[config.mk]
export PLATFORM = sky130hd
export DESIGN_NAME = svm_ctrl
export DESIGN_NICKNAME = d
export VERILOG_FILES = /design/src/design/svm_pkg.sv /design/src/design/svm_ctrl.sv
export SDC_FILE = /design/constraint.sdc
export NUM_CORES = 1
export LEC_CHECK = 0
export ABC_AREA = 0
export BUFFER_PORTS_ARGS = -buffer_cell sky130_fd_sc_hd__buf_2
export CAP_MARGIN = 5
export CORE_MARGIN = 3
export CORE_UTILIZATION = 50
export CTS_BUF_LIST = sky130_fd_sc_hd__clkbuf_8
export DETAILED_ROUTE_END_ITERATION = 10
export GPL_TIMING_DRIVEN = 0
export PLACE_DENSITY_LB_ADDON = 0.05
export SLEW_MARGIN = 20
export SYNTH_ARGS = -nofsm -noshare
export SYNTH_HDL_FRONTEND = slang
export SYNTH_SLANG_ARGS = --single-unit
[constraint.sdc]
create_clock -name clk -period 2.41 [get_ports clk]
set_input_delay 0.1205 -clock clk [delete_from_list [all_inputs] [get_ports clk]]
set_output_delay 0.1205 -clock clk [all_outputs]
set_load 0.02 [all_outputs]
[src/design/svm_pkg.sv]
// Shared types and constants of the stereo voice mixer.
package svm_pkg;

    localparam int ADDR_W   = 12;
    localparam int LEN_W    = 13;
    localparam int SAMPLE_W = 16;
    localparam int GAIN_W   = 19;
    localparam int OPA_W    = 17;
    localparam int PROD_W   = 36;
    localparam int MAG_W    = 34;
    localparam int HI_W     = 19;
    localparam int FOLD_W   = 20;
    localparam int ACC_W    = 21;
    localparam int SEL_W    = 3;
    localparam int GIVEN_W  = 3;

    localparam logic [1:0] MODE_LOAD  = 2'd0;
    localparam logic [1:0] MODE_START = 2'd1;
    localparam logic [1:0] MODE_STOP  = 2'd2;
    localparam logic [1:0] MODE_MIX   = 2'd3;

    localparam logic [15:0] DIV_K = 16'd32767;
    localparam logic signed [OPA_W-1:0] FULL_SCALE = 17'sd32767;
    localparam logic signed [ACC_W-1:0] ACC_HI = 21'sd32767;
    localparam logic signed [ACC_W-1:0] ACC_LO = -21'sd32768;

    typedef struct packed {
        logic latch;
        logic load_wr;
        logic stop_clr;
        logic fail;
        logic v_clear;
        logic v_inc;
        logic rd_voice;
        logic rd_sample;
        logic free_cur;
        logic op_gain;
        logic acc;
        logic claim;
    } svm_cmd_t;

    typedef struct packed {
        logic [1:0] mode;
        logic       load_ok;
        logic       start_ok;
        logic       stop_ok;
        logic       v_active;
        logic       exhausted;
        logic       v_last;
    } svm_stat_t;

endpackage

[src/design/svm_ctrl.sv]
// Sequencer of the stereo voice mixer: walks each word through its steps.
module svm_ctrl
    import svm_pkg::*;
(
    input  logic      clk,
    input  logic      rst_n,
    input  logic      start,
    input  svm_stat_t stat,
    output svm_cmd_t  cmd,
    output logic      busy,
    output logic      done
);

    typedef enum logic [11:0] {
        S_IDLE   = 12'b0000_0000_0001,
        S_DECODE = 12'b0000_0000_0010,
        S_SCAN   = 12'b0000_0000_0100,
        S_MUL    = 12'b0000_0000_1000,
        S_ABS    = 12'b0000_0001_0000,
        S_FOLD   = 12'b0000_0010_0000,
        S_QUOT   = 12'b0000_0100_0000,
        S_CLAIM  = 12'b0000_1000_0000,
        S_VCHECK = 12'b0001_0000_0000,
        S_VTEST  = 12'b0010_0000_0000,
        S_ACC    = 12'b0100_0000_0000,
        S_REPLY  = 12'b1000_0000_0000
    } svm_state_t;

    svm_state_t state_reg, state_next;

    always_ff @(posedge clk or negedge rst_n) begin
        if (!rst_n)
        begin
            state_reg <= S_IDLE;
        end
        else
        begin
            state_reg <= state_next;
        end
    end

    always_comb begin
        state_next = state_reg;
        cmd        = '0;
        unique case (state_reg)
            S_IDLE:
            begin
                if (start)
                begin
                    cmd.latch  = 1'b1;
                    state_next = S_DECODE;
                end
            end
            S_DECODE:
            begin
                unique case (stat.mode)
                    MODE_LOAD:
                    begin
                        cmd.load_wr = 1'b1;
                        cmd.fail    = !stat.load_ok;
                        state_next  = S_REPLY;
                    end
                    MODE_STOP:
                    begin
                        cmd.stop_clr = 1'b1;
                        cmd.fail     = !stat.stop_ok;
                        state_next   = S_REPLY;
                    end
                    MODE_START:
                    begin
                        if (stat.start_ok)
                        begin
                            cmd.v_clear = 1'b1;
                            state_next  = S_SCAN;
                        end
                        else
                        begin
                            cmd.fail   = 1'b1;
                            state_next = S_REPLY;
                        end
                    end
                    MODE_MIX:
                    begin
                        cmd.v_clear = 1'b1;
                        state_next  = S_VCHECK;
                    end
                    default:
                    begin
                        state_next = S_REPLY;
                    end
                endcase
            end
            S_SCAN:
            begin
                if (!stat.v_active)
                begin
                    state_next = S_MUL;
                end
                else if (stat.v_last)
                begin
                    cmd.fail   = 1'b1;
                    state_next = S_REPLY;
                end
                else
                begin
                    cmd.v_inc = 1'b1;
                end
            end
            S_MUL:
            begin
                cmd.op_gain = (stat.mode == MODE_START);
                state_next  = S_ABS;
            end
            S_ABS:
            begin
                state_next = S_FOLD;
            end
            S_FOLD:
            begin
                state_next = S_QUOT;
            end
            S_QUOT:
            begin
                state_next = (stat.mode == MODE_START) ? S_CLAIM : S_ACC;
            end
            S_CLAIM:
            begin
                cmd.claim  = 1'b1;
                state_next = S_REPLY;
            end
            S_VCHECK:
            begin
                if (stat.v_active)
                begin
                    cmd.rd_voice = 1'b1;
                    state_next   = S_VTEST;
                end
                else if (stat.v_last)
                begin
                    state_next = S_REPLY;
                end
                else
                begin
                    cmd.v_inc = 1'b1;
                end
            end
            S_VTEST:
            begin
                if (stat.exhausted)
                begin
                    cmd.free_cur = 1'b1;
                    if (stat.v_last)
                    begin
                        state_next = S_REPLY;
                    end
                    else
                    begin
                        cmd.v_inc  = 1'b1;
                        state_next = S_VCHECK;
                    end
                end
                else
                begin
                    cmd.rd_sample = 1'b1;
                    state_next    = S_MUL;
                end
            end
            S_ACC:
            begin
                cmd.acc = 1'b1;
                if (stat.v_last)
                begin
                    state_next = S_REPLY;
                end
                else
                begin
                    cmd.v_inc  = 1'b1;
                    state_next = S_VCHECK;
                end
            end
            S_REPLY:
            begin
                state_next = S_IDLE;
            end
            default:
            begin
                state_next = S_IDLE;
            end
        endcase
    end

    assign busy = (state_reg != S_IDLE);
    assign done = (state_reg == S_REPLY);

endmodule

==> impl_metrics.ini <==
[layout]
nets = 143
post_route_cells_drive_above_1_share_pct = 29.8
utilization_pct = 69.9
fin_cells = 147
layout_commonest_cell = buf_2
largest_reg_flops = 12
area_growth_pct = 28.3
antenna_cells = 0
n_fill_cell = 128
finalInstanceArea_um2 = 1090
mostFrequentLayoutCells = buf_2 (22), nor2_1 (12), dfrtp_1 (11), nand2_1 (8), o21ai_0 (7)

[critical_path]
required_ns = 2.29
arrival_ns = 2.21
critPathLaunchType = flip-flop
endpoint_kind = output pin
cp_max_fo = 9
path_class = flip-flop to output pin

[run]
drv_cap = 0

[pwr]
switching_share_pct = 35.9
pwr-share-seq_pct = 31.7
p_int_uw = 514
share_comb_of_total_power_pct = 40.1
irDropWorstVdd_mv = 0.375
p_leak_nw = 0.553
switchingPower_uw = 288
finalPower_uw = 801
clkPwrFrac_pct = 28.1
power.density_nw_per_um2 = 735

[yosys]
ys_warn_count = 0
ys_async_sr_fraction_pct = 100
avgSynthCellArea_um2 = 8.41
syn_nets = 112
synth_cell_types = 38
ys_seq_elements = 12
synthTopCellsByArea = dfrtp_1 (32%), nor2_1 (5.3%), o21ai_0 (4.1%), and3_1 (3.7%), nor2b_1 (3.7%)
synth-seq-area-share_pct = 35.5
synth_top_area_cell = dfrtp_1
netlist_area_um2 = 850
synth_edf_count = 0
netlist.area_leader.share_pct = 32.4
synthCells = 101
ys_dominant_reg_cell = dfrtp_1

[routing]
dr_total_vias = 897
wirelength_met1_um = 1010
highest-signal-layer = met4
wl_met2_um = 1120
wire_per_inst_um = 15.0
finalWirelength_um = 2210
avgViaCountPerCell = 6.10
wl_met3_um = 66
post-route-drc-count = 0
antenna_left = 0
drt_iter0_markers = 13
drt-pass1-iter-count = 4

[timing]
period_share_pct = 96.6
final_max_slew_viol_count = 0
rsz0062_at_grt = no
fin_skew_ns = 0.00243
timing_hold_violations_final = 0
fin_tns_setup_ns = 0
period_needed_ns = 2.33
tightest_slew_ns = 0.739
fin_ws_ns = 0.0822
relSlewSlack_pct = 50.1
fin_hold_ws_ns = 0.0989
fmax_mhz = 430
setup_viol = 0

[global_routing]
grt_pass1_vias = 767
antenna_found_initial = 0
grt_max_degree = 13
grt_first_pass_wirelength_um = 3440
track_usage_pct = 21.3
grt_overflow = 0

[clocking]
clock-sinks = 12
numCtsBuffers = 3
cts_tree = built
cts_root_buf = clkbuf_8
clk_latency_ns = 0.24
h-tree-depth = 1
clockBufferDepth = 2
clkTransAtPathRegs_ns = 0.06

[floorplan]
fp.coreArea_um2 = 1560
die_width_um = 47.2
start_util_pct = 54.5
io_pins = 25
die_y_um = 47.2
num_rows = 14
die_area_um2 = 2230

[hold_path]
hold_path.class = input pin to flip-flop

[place]
port_buffers = 23
dpl_worst_slack_ns = 0.220
dpl_cell_area_um2 = 985
gp_congestion = 0.837
place_inst = 140
hpwl_um = 1630

[outcome]
outcome = finished clean
-- power by group through the flow --
stage / combinational, mW / sequential, mW / clock [mW]
2_1_floorplan: 0.207 / 0.249 / 0
3_3_place_gp: 0.272 / 0.256 / 0
3_5_place_dp: 0.279 / 0.256 / 0
4_1_cts: 0.284 / 0.253 / 0.225
5_1_grt: 0.354 / 0.257 / 0.238
6_report: 0.322 / 0.254 / 0.225
-- final timing paths --
path	slack, ns	start	depth (start not counted)	end
worst max-delay path	0.08	state_reg[1]	6	cmd[6]
worst min-delay path	0.1	stat[1]	2	state_reg[3]
worst max register to register	0.43	state_reg[1]	5	state_reg[2]
worst min register to register	0.66	state_reg[5]	2	state_reg[5]
max in group asynchronous	1.84	rst_n	2	state_reg[0]
min in group asynchronous	0.30	rst_n	2	state_reg[1]
-- area by class of cell --
class	instances	area [um2]	share of cell area, %
Multi-Input combinational cell	83	541	49.6
Sequential cell	12	302	27.7
Timing Repair Buffer	27	150	13.8
Clock buffer	4	55.1	5.05
Tap cell	16	20.0	1.84
Buffer	2	11.3	1.03
Inverter	3	11.3	1.03
-- synthesized netlist by cell type, types with 2 or more instances --
cell and n:
nand2_1 8, nor2b_1 5, nor4b_1 3, nor3_1 4, a211oi_1 2, xor2_1 3
dfrtp_1 11, a21oi_1 3, nor2_1 12, o21ai_0 7, or4_1 3, nor4_1 3
nor3b_1 2, clkbuf_1 2, inv_1 3, o22ai_1 2, and3b_1 3, and3_1 5
-- routing by layer --
metal | vias up | global-route usage, %
li1 | 439 | -
met1 | 437 | 28.8
met2 | 17 | 35.0
met3 | 4 | 2.68
met4 | 0 | 6.63
met5 | - | 0
-- critical path, cell delays in order (launching register included) --
cell     delay [ns]
dfrtp_1        0.41
or4_1          0.51
buf_4          0.18
or3_1          0.36
a21o_1         0.22
a21oi_2        0.12
buf_4          0.15
-- timing repair --
item | 4_1_cts | 5_1_grt
buffers inserted | 0 | 3
pin swaps | 0 | 1
gates resized for setup | 1 | 6
setup endpoints to repair | 2 | 6
endpoints found under the hold margin | 11 | 0
hold buffers | 1 | 0
-- logic make-up (layout without fill, tap and decap cells) --
logic type / after synthesis / in the layout / synth area share [%]
compound gates: 20 / 20 / 15.6
xor+xnor: 3 / 3 / 3.09
simple gates: 60 / 60 / 43.0
buf+inv: 6 / 36 / 2.80
flops: 12 / 12 / 35.5
Note: power is estimated with default switching activity, not from simulation.
